## src/rtl/cts_pkg.sv

```systemverilog
// Shared types and constants for the cooperative thread scheduler.
// No dependencies; imported by every module of the block.
`default_nettype none

package cts_pkg;

  // Size of the thread table
  localparam int THREADS = 16;
  localparam int TW      = $clog2(THREADS);

  // Field widths of the stream words
  localparam int OP_W      = 2;
  localparam int TGT_W     = 5;
  localparam int VAL_W     = 64;
  localparam int STATUS_W  = 3;
  localparam int THREAD_W  = 4;
  localparam int IN_DATA_W  = 72;
  localparam int OUT_DATA_W = 80;

  typedef enum logic [1:0] {
    SLOT_DEAD,
    SLOT_RUNNABLE,
    SLOT_RUNNING
  } slot_t;

  typedef enum logic [OP_W-1:0] {
    OP_CREATE,
    OP_YIELD,
    OP_EXIT,
    OP_JOIN
  } op_t;

  typedef enum logic [STATUS_W-1:0] {
    ST_OK,
    ST_NOFREE,
    ST_INVALID,
    ST_END,
    ST_WAIT
  } status_t;

  typedef enum logic {
    S_IDLE,
    S_EXEC
  } fsm_t;

  // Controller to datapath commands
  typedef struct packed {
    logic load;    // capture the incoming word
    logic commit;  // update the thread table and the result register
  } cts_cmd_t;

endpackage

`default_nettype wire

```

## src/rtl/cts_ctrl.sv

```systemverilog
// Controller of the thread scheduler: input handshake, sequencing, output valid.
// Depends on cts_pkg.
`default_nettype none

module cts_ctrl (
  input  wire logic             clk,
  input  wire logic             rst,
  input  wire logic             s_tvalid,
  output logic                  s_tready,
  output logic                  m_tvalid,
  input  wire logic             m_tready,
  output cts_pkg::cts_cmd_t     cmd
);
  import cts_pkg::*;

  fsm_t state;
  fsm_t state_next;
  logic out_free;

  // Result register can take a new word
  assign out_free = !m_tvalid || m_tready;

  // Next state
  always_comb begin
    state_next = state;
    unique case (state)
      S_IDLE: begin
        if (s_tvalid) state_next = S_EXEC;
      end
      S_EXEC: begin
        if (out_free) state_next = S_IDLE;
      end
      default: state_next = S_IDLE;
    endcase
  end

  // Outputs
  always_comb begin
    s_tready   = 1'b0;
    cmd.load   = 1'b0;
    cmd.commit = 1'b0;
    unique case (state)
      S_IDLE: begin
        s_tready = 1'b1;
        cmd.load = s_tvalid;
      end
      S_EXEC: begin
        cmd.commit = out_free;
      end
      default: ;
    endcase
  end

  always_ff @(posedge clk) begin
    if (rst) begin
      state <= S_IDLE;
    end else begin
      state <= state_next;
    end
  end

  // Output valid: set on commit, dropped once taken
  always_ff @(posedge clk) begin
    if (rst) begin
      m_tvalid <= 1'b0;
    end else if (cmd.commit) begin
      m_tvalid <= 1'b1;
    end else if (m_tready) begin
      m_tvalid <= 1'b0;
    end
  end

endmodule

`default_nettype wire

```

## src/rtl/cts_datapath.sv

```systemverilog
// Datapath of the thread scheduler: thread table, slot searches, result register.
// Depends on cts_pkg; driven by cts_ctrl commands.
`default_nettype none

module cts_datapath (
  input  wire logic                        clk,
  input  wire logic                        rst,
  input  wire cts_pkg::cts_cmd_t           cmd,
  input  wire logic [cts_pkg::OP_W-1:0]    in_op,
  input  wire logic [cts_pkg::TGT_W-1:0]   in_tgt,
  input  wire logic [cts_pkg::VAL_W-1:0]   in_val,
  output logic [cts_pkg::STATUS_W-1:0]     status,
  output logic [cts_pkg::THREAD_W-1:0]     created_thread,
  output logic [cts_pkg::THREAD_W-1:0]     running_thread,
  output logic                             switched,
  output logic [cts_pkg::VAL_W-1:0]        joined_value
);
  import cts_pkg::*;

  // Thread table
  slot_t              slot_state [THREADS];
  logic               jn_valid   [THREADS];
  logic [TW-1:0]      jn_entry   [THREADS];
  logic               rv_valid   [THREADS];
  logic [VAL_W-1:0]   rv_data    [THREADS];
  logic [TW-1:0]      cur;

  // Captured word
  op_t                op_q;
  logic [TGT_W-1:0]   tgt_q;
  logic [VAL_W-1:0]   val_q;

  // Search results
  logic               yield_found;
  logic [TW-1:0]      yield_idx;
  logic               create_found;
  logic [TW-1:0]      create_idx;
  logic               exit_found;
  logic [TW-1:0]      exit_next;
  logic               low_found;
  logic [TW-1:0]      low_idx;
  logic [TW-1:0]      je;
  logic               joiner_ok;
  logic               slot0_ok;
  logic               tgt_bad;
  logic [TW-1:0]      tgt_idx;
  logic               join_wait;

  status_t            res_status;
  logic [TW-1:0]      res_created;
  logic [TW-1:0]      res_running;
  logic               res_sw;
  logic [VAL_W-1:0]   res_joined;

  // Capture the accepted word
  always_ff @(posedge clk) begin
    if (cmd.load) begin
      op_q  <= op_t'(in_op);
      tgt_q <= in_tgt;
      val_q <= in_val;
    end
  end

  // Round-robin search for the next runnable slot after the current one
  always_comb begin
    logic [TW:0] sum;
    yield_found = 1'b0;
    yield_idx   = cur;
    for (int k = 1; k < THREADS; k++) begin
      sum = {1'b0, cur} + (TW+1)'(k);
      if (sum >= (TW+1)'(THREADS)) sum = sum - (TW+1)'(THREADS);
      if (!yield_found && slot_state[sum[TW-1:0]] == SLOT_RUNNABLE) begin
        yield_found = 1'b1;
        yield_idx   = sum[TW-1:0];
      end
    end
  end

  // Lowest dead slot and lowest runnable slot other than the current one, from 1 up
  always_comb begin
    create_found = 1'b0;
    create_idx   = '0;
    low_found    = 1'b0;
    low_idx      = '0;
    for (int i = 1; i < THREADS; i++) begin
      if (!create_found && slot_state[i] == SLOT_DEAD) begin
        create_found = 1'b1;
        create_idx   = TW'(i);
      end
      if (!low_found && slot_state[i] == SLOT_RUNNABLE && TW'(i) != cur) begin
        low_found = 1'b1;
        low_idx   = TW'(i);
      end
    end
  end

  // Exit successor: runnable joiner, else slot 0, else lowest runnable
  assign je        = jn_entry[cur];
  assign joiner_ok = jn_valid[cur] && (je != cur) && (slot_state[je] == SLOT_RUNNABLE);
  assign slot0_ok  = (cur != '0) && (slot_state[0] != SLOT_DEAD);

  always_comb begin
    exit_found = 1'b1;
    exit_next  = '0;
    if (joiner_ok) begin
      exit_next = je;
    end else if (slot0_ok) begin
      exit_next = '0;
    end else if (low_found) begin
      exit_next = low_idx;
    end else begin
      exit_found = 1'b0;
    end
  end

  // Join target checks
  assign tgt_bad   = (tgt_q == '0) || (tgt_q >= TGT_W'(THREADS));
  assign tgt_idx   = tgt_q[TW-1:0];
  assign join_wait = !tgt_bad && (slot_state[tgt_idx] != SLOT_DEAD);

  // Result of the current operation
  always_comb begin
    res_status  = ST_OK;
    res_created = '0;
    res_running = cur;
    res_sw      = 1'b0;
    res_joined  = '0;
    case (op_q)
      OP_CREATE: begin
        if (create_found) res_created = create_idx;
        else              res_status  = ST_NOFREE;
      end
      OP_YIELD: begin
        res_running = yield_idx;
        res_sw      = yield_found;
      end
      OP_EXIT: begin
        if (exit_found) begin
          res_running = exit_next;
          res_sw      = 1'b1;
        end else begin
          res_status  = ST_END;
        end
      end
      OP_JOIN: begin
        if (tgt_bad) begin
          res_status = ST_INVALID;
        end else if (join_wait) begin
          res_status  = ST_WAIT;
          res_running = yield_idx;
          res_sw      = yield_found;
        end else if (rv_valid[tgt_idx]) begin
          res_joined = rv_data[tgt_idx];
        end
      end
      default: ;
    endcase
  end

  // Slot states, valid bits and current thread
  always_ff @(posedge clk) begin
    if (rst) begin
      for (int i = 0; i < THREADS; i++) begin
        slot_state[i] <= SLOT_DEAD;
        jn_valid[i]   <= 1'b0;
        rv_valid[i]   <= 1'b0;
      end
      slot_state[0] <= SLOT_RUNNING;
      cur           <= '0;
    end else if (cmd.commit) begin
      case (op_q)
        OP_CREATE: begin
          if (create_found) begin
            slot_state[create_idx] <= SLOT_RUNNABLE;
            jn_valid[create_idx]   <= 1'b0;
            rv_valid[create_idx]   <= 1'b0;
          end
        end
        OP_YIELD: begin
          if (yield_found) begin
            slot_state[cur]       <= SLOT_RUNNABLE;
            slot_state[yield_idx] <= SLOT_RUNNING;
            cur                   <= yield_idx;
          end
        end
        OP_EXIT: begin
          if (exit_found) begin
            slot_state[cur]       <= SLOT_DEAD;
            rv_valid[cur]         <= 1'b1;
            slot_state[exit_next] <= SLOT_RUNNING;
            cur                   <= exit_next;
          end else begin
            // no successor: back to a fresh process
            for (int i = 0; i < THREADS; i++) begin
              slot_state[i] <= SLOT_DEAD;
              jn_valid[i]   <= 1'b0;
              rv_valid[i]   <= 1'b0;
            end
            slot_state[0] <= SLOT_RUNNING;
            cur           <= '0;
          end
        end
        OP_JOIN: begin
          if (join_wait) begin
            jn_valid[tgt_idx] <= 1'b1;
            if (yield_found) begin
              slot_state[cur]       <= SLOT_RUNNABLE;
              slot_state[yield_idx] <= SLOT_RUNNING;
              cur                   <= yield_idx;
            end
          end
        end
        default: ;
      endcase
    end
  end

  // Joiner slots and return values; meaning held by the valid bits
  always_ff @(posedge clk) begin
    if (cmd.commit && op_q == OP_JOIN && join_wait) begin
      jn_entry[tgt_idx] <= cur;
    end
    if (cmd.commit && op_q == OP_EXIT && exit_found) begin
      rv_data[cur] <= val_q;
    end
  end

  // Result register
  always_ff @(posedge clk) begin
    if (cmd.commit) begin
      status         <= res_status;
      created_thread <= THREAD_W'(res_created);
      running_thread <= THREAD_W'(res_running);
      switched       <= res_sw;
      joined_value   <= res_joined;
    end
  end

endmodule

`default_nettype wire

```

## src/rtl/cooperative_thread_scheduler.sv

```systemverilog
// Top level of the cooperative thread scheduler: stream ports, controller, datapath.
// Depends on cts_pkg, cts_ctrl and cts_datapath.
//
// Each word on the input stream is one scheduler operation (create, yield, exit,
// join) and produces exactly one result word. An operation first captures the word;
// then the slot searches over the 16-entry thread table (round-robin, lowest dead,
// lowest runnable) are evaluated and the table and the result register are updated.
// The result register decouples the output: a new word is accepted while the
// previous result is still waiting, and the block stalls in the update cycle only
// while that register is still full. No clearing pass is needed after reset; the
// table is valid from the first cycle out of reset.
`default_nettype none

module cooperative_thread_scheduler (
  input  wire logic                              clk,
  input  wire logic                              rst,
  input  wire logic                              s_tvalid,
  output logic                                   s_tready,
  input  wire logic [cts_pkg::IN_DATA_W-1:0]     s_tdata,  // target_thread[4:0], exit_value[68:5]
  input  wire logic [cts_pkg::OP_W-1:0]          s_tuser,  // operation[1:0]
  output logic                                   m_tvalid,
  input  wire logic                              m_tready,
  output logic [cts_pkg::OUT_DATA_W-1:0]         m_tdata   // status[2:0], created_thread[6:3],
                                                           // running_thread[10:7], switched[11],
                                                           // joined_value[75:12]
);
  import cts_pkg::*;

  cts_cmd_t               cmd;
  logic [STATUS_W-1:0]    status;
  logic [THREAD_W-1:0]    created_thread;
  logic [THREAD_W-1:0]    running_thread;
  logic                   switched;
  logic [VAL_W-1:0]       joined_value;

  cts_ctrl u_ctrl (
    .clk      (clk),
    .rst      (rst),
    .s_tvalid (s_tvalid),
    .s_tready (s_tready),
    .m_tvalid (m_tvalid),
    .m_tready (m_tready),
    .cmd      (cmd)
  );

  cts_datapath u_dp (
    .clk            (clk),
    .rst            (rst),
    .cmd            (cmd),
    .in_op          (s_tuser),
    .in_tgt         (s_tdata[TGT_W-1:0]),
    .in_val         (s_tdata[TGT_W+VAL_W-1:TGT_W]),
    .status         (status),
    .created_thread (created_thread),
    .running_thread (running_thread),
    .switched       (switched),
    .joined_value   (joined_value)
  );

  // Pack the result word, low field first
  assign m_tdata = {{(OUT_DATA_W-VAL_W-1-2*THREAD_W-STATUS_W){1'b0}},
                    joined_value, switched, running_thread, created_thread, status};

endmodule

`default_nettype wire

```

## config.mk

```make
export PLATFORM = sky130hd
export DESIGN_NAME = cooperative_thread_scheduler
export DESIGN_NICKNAME = d
export VERILOG_FILES = /design/src/rtl/cts_pkg.sv /design/src/rtl/cts_ctrl.sv /design/src/rtl/cts_datapath.sv /design/src/rtl/cooperative_thread_scheduler.sv
export SDC_FILE = /design/constraint.sdc
export NUM_CORES = 1
export LEC_CHECK = 0
export BUFFER_PORTS_ARGS = -buffer_cell sky130_fd_sc_hd__buf_2
export CAP_MARGIN = 10
export CELL_PAD_IN_SITES_DETAIL_PLACEMENT = 0
export CELL_PAD_IN_SITES_GLOBAL_PLACEMENT = 2
export CORE_UTILIZATION = 29
export DETAILED_ROUTE_END_ITERATION = 16
export PLACE_DENSITY = 0.51
export SLEW_MARGIN = 0
export SYNTH_ARGS = -nofsm -noshare
export SYNTH_HDL_FRONTEND = slang
export SYNTH_SLANG_ARGS = --single-unit
```

## constraint.sdc

```tcl
create_clock -name clk -period 14.35 [get_ports clk]
set_input_delay 2.87 -clock clk [delete_from_list [all_inputs] [get_ports clk]]
set_output_delay 2.87 -clock clk [all_outputs]
set_load 0.05 [all_outputs]
```

# After elaboration in Yosys (flattened, before gate mapping)

Memory sizes are Yosys's and may differ from the RTL's. A register that Yosys moved wholly into a read port is not among the register bits.
Cells that the tools add are included.

Bits in registers: 89
Word-level logic and storage cells: 566
Memory bits (writable): 1152
Memories: 5
Output and inout port bits: 82

Muxes and demuxes: 254
Magnitude comparators: 16
Bitwise operators: 56
Add/subtract/negate cells: 30
Equality and inequality tests: 51
Reductions and logical operators: 144

Memory list:

| name            | words | width | rd ports | clocked after memory_dff | wr ports | RTL line           | text |
|---|---|---|---|---|---|---|---|
| u_dp.rv_data    | 16    | 64    | 1        | 1                        | 1        | cts_datapath.sv:25 | `logic [VAL_W-1:0] rv_data [THREADS];` |
| u_dp.jn_entry   | 16    | 4     | 1        | 1                        | 1        | cts_datapath.sv:23 | `logic [TW-1:0] jn_entry [THREADS];` |
| u_dp.slot_state | 16    | 2     | 33       | 1                        | 16       | cts_datapath.sv:21 | `slot_t slot_state [THREADS];` |
| u_dp.jn_valid   | 16    | 1     | 1        | 1                        | 16       | cts_datapath.sv:22 | `logic jn_valid [THREADS];` |
| u_dp.rv_valid   | 16    | 1     | 1        | 1                        | 16       | cts_datapath.sv:24 | `logic rv_valid [THREADS];` |

Operators by type and width:

| kind                                                      | count |
|---|---|
| two-way mux 4 bit                                         | 69 |
| two-way mux 1 bit                                         | 140 |
| greater-or-equal comparator 5 bit (second input constant) | 16 |
| logical AND 1 bit                                         | 65 |
| == test 2 x 1 -> 1 bit (second input constant)            | 32 |
| two-way mux 2 bit                                         | 30 |
| subtractor 4 x 1 -> 4 bit (second input constant)         | 15 |
| bitwise OR 1 bit                                          | 53 |
| zero test 1 bit                                           | 44 |
| adder 4 x 4 -> 5 bit (second input constant)              | 8 |
| zero test 2 bit                                           | 16 |
| inequality test 4 bit (first input constant)              | 8 |
| two-way mux 3 bit                                         | 10 |
| one-hot mux 4 bit (3 select lines)                        | 2 |
| adder 4 x 3 -> 5 bit (second input constant)              | 4 |
| inequality test 3 x 4 -> 1 bit (first input constant)     | 4 |
| adder 4 x 2 -> 5 bit (second input constant)              | 2 |
| one-hot mux 3 bit (3 select lines)                        | 1 |
| inequality test 2 x 4 -> 1 bit (first input constant)     | 2 |
| OR reduction 2 bit                                        | 4 |
| nonzero test 2 bit                                        | 3 |
| adder 4 x 1 -> 5 bit (second input constant)              | 1 |
| zero test 5 bit                                           | 1 |
| == test 2 bit (second input constant)                     | 2 |
| 13 further kinds                                          | 19 |

# Logic depth before layout (Yosys ltp)

Gate-level depths: netlist of run 1.
An unclocked memory read counts as a cell.

Depth in word-level cells: 72
Mapped depth: 18
Depth with buffers taken out: 13

# Hierarchy

Synthesis of run 1 repeated with hierarchy kept, for this count alone.

Cell total of the unflattened synthesis: 2775
Area, all modules: 53870.4 um^2

Modules (own cells, without submodules):

| module                       | sequential area each (um^2) | cells an instance | area each (um^2) | instances |
|---|---|---|---|---|
| cts_datapath                 | 38927.3                     | 2760              | 53741.5          | 1 |
| cts_ctrl                     | 40.0                        | 9                 | 87.6             | 1 |
| cooperative_thread_scheduler | 0.0                         | 6                 | 41.3             | 1 |

# Least setup slack after synthesis of run 1

Ideal clock, no wire load.

Kind: input to register
From: input port m_tready
To: memory u_dp.rv_data[6][0], enable pin
Stages on the path: 6
Slack: 6.331 ns
Path buffers: 2
Arrival: 7.590 ns
Required time: 13.921 ns
Path through: nand2b_1 > and2_1 > clkbuf_1 > and2_1 > clkbuf_1 > and3_1

RTL lines:

| item               | RTL line                           | text |
|---|---|---|
| start: declaration | cooperative_thread_scheduler.sv:22 | `input wire logic m_tready,` |
| end: declaration   | cts_datapath.sv:25                 |  |

==> results of run 1 <==
==> worst max-delay path, stage by stage (launching register included) <==
cell	delay (ns)
dfxtp_1	0.31
buf_4	0.53
ha_1	0.93
xnor2_1	0.46
mux4_1	0.77
mux2i_1	0.49
nand4_1	0.29
nor3_1	0.50
a31oi_1	0.31
xnor2_1	0.67
nor4_1	0.16
a21oi_1	0.59
o21ai_0	0.19
==> sequential cells by signal, summed over array words and instances, names as in the netlist, 4 cells and up, named ones only <==
signal	cells
u_dp.created_thread	4
u_dp.slot_state	32
u_dp.rv_valid	16
u_dp.cur	4
u_dp.jn_valid	16
u_dp.val_q	64
u_dp.running_thread	4
u_dp.tgt_q	5
u_dp.rv_data	1024
u_dp.joined_value	64
u_dp.jn_entry	64
==> path summary, 6_finish.rpt <==
path,from,endpoint,slack (ns),cells after the start
hold / removal,u_dp.slot_state[14][1],u_dp.slot_state[14][1],0.51,2
hold reg to reg,u_dp.slot_state[14][1],u_dp.slot_state[14][1],0.51,2
setup reg to reg,u_dp.cur[1],u_dp.slot_state[5][1],8.02,12
setup / recovery,u_dp.cur[1],u_dp.slot_state[5][1],8.02,12
==> cell families (layout without fill, tap and decap cells) <==
family                   Yosys count  count (layout)  synth area share
other                              1              11         0.0000693
adder cells (fa/ha/maj)           17              17           0.00393
multiplexers                     455             455             0.172
XOR/XNOR                          16              16           0.00259
AND/OR/NAND/NOR                  475             475            0.0464
buffers and inverters            178             481            0.0142
AO/OA/AOI/OAI                    310             310            0.0405
flip-flops                      1313            1313             0.721
==> metrics by stage <==
stage	power [uW]	instances
2_1_floorplan	4770	2773
3_3_place_gp	4960	5304
3_5_place_dp	4970	5305
4_1_cts	8520	5556
5_1_grt	8680	5556
6_report	8400	5558
==> Yosys cell counts (all sizes together) (20+ instances only) <==
cell | count | area (sq um)
buf | 64 | 335
o21ai | 75 | 387
nor2 | 97 | 364
nor3 | 60 | 300
a21oi | 49 | 245
mux2i | 54 | 561
mux4 | 370 | 8350
a22oi | 22 | 170
inv | 20 | 75.1
o211ai | 28 | 210
and3 | 22 | 138
nand3 | 30 | 163
clkbuf | 94 | 355
mux2 | 31 | 375
nand2b | 23 | 144
nor2b | 89 | 557
dfxtp | 46 | 921
nand2 | 75 | 282
o22ai | 22 | 144
edfxtp | 1267 | 38000
==> power groups by stage <==
stage	Combinational (uW)	Sequential [uW]	Clock, uW
after floorplan	361	4410	0
after global placement	575	4390	0
after detailed placement	576	4400	0
after CTS	577	4320	3630
after global routing	605	4320	3750
final	566	4310	3520
==> area by class of cell <==
| cell class | instances | area [sq um] |
|---|---|---|
| clock buffers | 170 | 3700 |
| inverters | 20 | 75.1 |
| well taps | 2480 | 3100 |
| diodes | 2 | 5.00 |
| repair buffers | 210 | 1220 |
| clock inverters | 81 | 731 |
| fillers | 17600 | 123000 |
| multi-input cells | 1282 | 14500 |
| flip-flops and latches | 1313 | 39000 |
==> routing by layer <==
layer | wire length [um] | GRT usage
met1 | 65600 | 0.213
met2 | 77200 | 0.279
met3 | 5620 | 0.0227
met4 | 3090 | 0.0410
met5 | 15 | 0
==> flow_summary.json, run 1 <==
{
  "hold_viol": 0,
  "post-cts-setup-buffers": 0,
  "setup_tns_ns": 0,
  "max-cap-violations": 0,
  "antenna_left": 0,
  "peakVddDrop_v": 0.000101,
  "clk_pin_slew_ns": 0.06,
  "drc": 0,
  "postLayoutCellArea_sq_um": 62300,
  "clkLatencyLatePin_ns": 0.79,
  "yosys_most_used_dff": "edfxtp_1",
  "wl_per_cell_um": 27.3,
  "grt_overflow": 0,
  "dp_hpwl_um": 85500,
  "drt_iter0_drc": 1801,
  "end_kind": "flop",
  "cts_buffer_depth": 3,
  "ys_seq_area_frac": 0.721,
  "critPathArrivalTime_ns": 6.97,
  "netSwitchingFraction": 0.227,
  "wl_um": 151000,
  "final_cell_mix": "1267 x edfxtp_1, 365 x mux4_2, 152 x buf_2",
  "final_common_cell": "edfxtp_1",
  "cp.required_ns": 14.99,
  "tightest_slew_ns": 1.27,
  "cts_hold_buffers": 0,
  "pwr_density_cell_nw_per_um2": 135,
  "cts_root_buf": "clkbuf_16",
  "final.setup_skew_ns": 0.0287,
  "cts_resized": 0,
  "syn_area_sq_um": 54100,
  "grt_pass1_wl_um": 216000,
  "setup_violations": 0,
  "status": "finished, final reports clean",
  "leakage_uw": 0.0195,
  "hold_class": "reg -> reg",
  "cts_tree": "done",
  "synthCells": 2765,
  "yosysUniqueCellTypes": 94,
  "critical_path_class": "reg -> reg",
  "async_flop_share": 0,
  "intPower_uw": 6490,
  "portBuffers": 152,
  "drtPass1Iterations": 7,
  "drive_above_1_share": 0.276,
  "dp_slack_ns": 8.05,
  "die_height_um": 434,
  "cts.htree.levels": 4,
  "coreArea_sq_um": 185000,
  "syn_to_final_growth_pct": 15.2,
  "combPwrFrac": 0.067,
  "gp_congestion": 0.805,
  "row_count": 158,
  "nNetsFinal": 3064,
  "layout_min_cycle_time_ns": 6.33,
  "timing.hold.ws_ns": 0.505,
  "synth_area_per_cell_sq_um": 19.6,
  "via_count": 27800,
  "synth_edf_count": 1267,
  "num_io_pins": 160,
  "numCtsBuffers": 142,
  "max_freq_mhz": 158,
  "grt_max_degree": 95,
  "ys_warn_count": 0,
  "start_util": 0.292,
  "layout_worst_path_cycle_share": 0.441,
  "clkPwrFrac": 0.419,
  "ys_ff_latch": 1313,
  "vias_per_cell": 5.00,
  "crit_path_max_fanout": 49,
  "grt_setup_unrepaired": "false",
  "p_switching_uw": 1910,
  "worst_slack_ns": 8.02,
  "report.final.slew_viol_count": 0,
  "dieArea_sq_um": 188000,
  "grt_pass1_vias": 29600,
  "die_x_um": 434,
  "grtUsageTotal": 0.162,
  "place_area_sq_um": 57900,
  "antenna_found_initial": 9,
  "seqPwrFrac": 0.514,
  "relSlewSlack": 0.146,
  "start_kind": "flop",
  "utilization": 0.336,
  "clock-sinks": 1313
}
Power figures use the tool's default switching activity.
==> run 2: changes to the inputs <==
Settings changed: ABC_AREA set to 1, PLACE_DENSITY 0.51 to 0.57.
Clock period 14.35 ns to 5.7 ns, I/O delays scaled along.
==> flow_summary.json, run 2 <==
{
  "timing.hold.ws_ns": 0.495,
  "regMostFlops": "u_dp.rv_data",
  "cts_resized": 0,
  "start_kind": "flop",
  "largest_reg_flops": 1024,
  "peakVddDrop_v": 0.000243,
  "vias_per_cell": 5.02,
  "end_kind": "flop",
  "die_x_um": 433,
  "synth_area_leaders": "edfxtp_1 71%, nand3_1 8.8%, nand2_1 3.8%",
  "hold_class": "reg -> reg",
  "crit_path_frequent_cell": "nand2_1",
  "cts_buffer_depth": 3,
  "synth_top_area_cell": "edfxtp_1",
  "ys_seq_area_frac": 0.724,
  "cts_root_buf": "clkbuf_16",
  "dp_hpwl_um": 95600,
  "synth_top_area_frac": 0.707,
  "start_util": 0.293,
  "layout_worst_path_cycle_share": 0.867,
  "row_count": 157,
  "multiInputGateArea_sq_um": 13200,
  "synth_edf_count": 1267,
  "final_cell_mix": "1267 x edfxtp_1, 945 x nand3_1, 549 x nand2_1",
  "drtPass1Iterations": 5,
  "final_common_cell": "edfxtp_1",
  "clock-sinks": 1313,
  "leakage_uw": 0.0208,
  "wl_um": 174000,
  "pwr_density_cell_nw_per_um2": 362,
  "hold_viol": 0,
  "critPathMaxStageDelay_ns": 0.43,
  "cp.required_ns": 6.18,
  "grt_setup_unrepaired": "false",
  "layout_min_cycle_time_ns": 4.94,
  "max-cap-violations": 0,
  "clk_pin_slew_ns": 0.06,
  "nNetsFinal": 4467,
  "tightest_slew_ns": 1.08,
  "critical_path_class": "reg -> reg",
  "clkLatencyLatePin_ns": 0.78,
  "utilization": 0.341,
  "synth_common_cells": "1267 x edfxtp_1, 946 x nand3_1, 550 x nand2_1",
  "coreArea_sq_um": 184000,
  "portBuffers": 152,
  "path_cells": "inv_2 -> ha_1 -> nand2_1 -> nand3_1 -> inv_1 -> nor2_2 -> nand4_1 -> or2_1 -> nor2_2 -> nand4_1 -> nor2_2 -> nand2_1 -> nand2_1 -> nor3_4 -> nor3_4 -> nand2_4 -> nand3_2 -> buf_4 -> nand2_1 -> o21ai_1 -> nand2_1 -> nor2_1 -> inv_1 -> o21ai_1",
  "synthCells": 4232,
  "post-cts-setup-buffers": 0,
  "cts_tree": "done",
  "grt_max_degree": 199,
  "syn_to_final_growth_pct": 16.3,
  "grt_pass1_wl_um": 249000,
  "drt_iter0_drc": 2601,
  "yosys_most_used_dff": "edfxtp_1",
  "cts_hold_buffers": 0,
  "setup_violations": 0,
  "numCtsBuffers": 145,
  "status": "finished, final reports clean",
  "gp_congestion": 0.783,
  "yosysUniqueCellTypes": 52,
  "drc": 0,
  "grtUsageTotal": 0.184,
  "syn_area_sq_um": 53800,
  "critPathArrivalTime_ns": 5.42,
  "final.setup_skew_ns": 0.0221,
  "relSlewSlack": 0.282,
  "drive_above_1_share": 0.124,
  "async_flop_share": 0,
  "crit_path_max_fanout": 18,
  "ys_ff_latch": 1313,
  "num_io_pins": 160,
  "synth_area_per_cell_sq_um": 12.7,
  "wl_per_cell_um": 25.1,
  "grt_overflow": 0,
  "via_count": 34900,
  "synthMostInstantiatedCell": "edfxtp_1",
  "ys_warn_count": 0,
  "cts.htree.levels": 4,
  "report.final.slew_viol_count": 0,
  "antenna_found_initial": 6,
  "fillers": 18200,
  "max_freq_mhz": 202,
  "slowest_stage": "ha_1",
  "dieArea_sq_um": 187000,
  "grt_pass1_vias": 34200,
  "die_height_um": 433,
  "antenna_left": 0,
  "seq_area_sq_um": 39000
}
[run 2: cell types whose count changed after synthesis, moves of 51 or more]
cell / previous run / this run
mux4_2: 365 / 0
nand2_1: 75 / 550
nand3_1: 29 / 946
inv_1: 16 / 162
nor2_1: 97 / 195
nor2b_1: 89 / 0
a22oi_1: 21 / 259
a31oi_1: 8 / 70
a221oi_1: 5 / 65
clkbuf_1: 92 / 198
mux2i_1: 51 / 0
[run 2: path summary, 6_finish.rpt]
kind / from / endpoint / slack (ns) / cells past startpoint
worst max-delay path: u_dp.cur[1] / u_dp.rv_valid[0] / 0.76 / 24
worst min-delay path: u_ctrl.m_tvalid / u_ctrl.m_tvalid / 0.50 / 2
worst max register to register: u_dp.cur[1] / u_dp.rv_valid[0] / 0.76 / 24
worst min register to register: u_ctrl.m_tvalid / u_ctrl.m_tvalid / 0.50 / 2
[run 2: final cells by class]
class / instances / share of cell area
diodes: 4 / 0.000160
flip-flops and latches: 1313 / 0.623
clock buffers: 180 / 0.0616
multi-input cells: 2484 / 0.212
inverters: 177 / 0.0108
well taps: 2464 / 0.0493
clock inverters: 80 / 0.0125
repair buffers: 251 / 0.0310
[run 2: power breakdown]
part           internal [uW]  switching (uW)
sequential             10700             196
clock                   5390            3850
combinational            631            1840
[run 2: critical path, delay by kind of cell (launching register included)]
| family | cells | cell delay (ns) |
|---|---|---|
| DFF | 1 | 0.41 |
| and+or+nand+nor | 17 | 2.71 |
| buffers and inverters | 4 | 0.74 |
| adders and majority gates | 1 | 0.43 |
| AOI/OAI and AO/OA | 2 | 0.33 |
[run 2: cells by family (layout without fill, tap and decap cells)]
group,after synthesis,count (layout),synth area share
XOR/XNOR,6,6,0.00126
buffers and inverters,443,688,0.0333
flip-flops,1313,1313,0.724
AO/OA/AOI/OAI,648,648,0.0815
adder cells (fa/ha/maj),17,17,0.00395
AND/OR/NAND/NOR,1804,1804,0.155
other,1,13,0.0000697
[run 2: per-stage QoR]
stage	instances	cell area (sq um)	TNS [ns]	power [uW]	setup slack [ns]
2_1_floorplan	4240	53900	-356.90	12700	-0.929
5_1_grt	6951	62600	0	23500	0.182
4_1_cts	6949	62600	0	22900	0.741
3_5_place_dp	6689	57900	0	13700	0.768
6_report	6953	62600	0	22700	0.756
3_3_place_gp	6689	57900	0	13700	0.717
[run 2: per-layer routing]
| layer | wire (um) | global-route usage | up-vias |
|---|---|---|---|
| met5 | 7 | 0 | - |
| met4 | 4880 | 0.0585 | 2 |
| met3 | 6580 | 0.0245 | 216 |
| met2 | 85500 | 0.311 | 764 |
| met1 | 77400 | 0.244 | 17700 |
| li1 | - | - | 16200 |
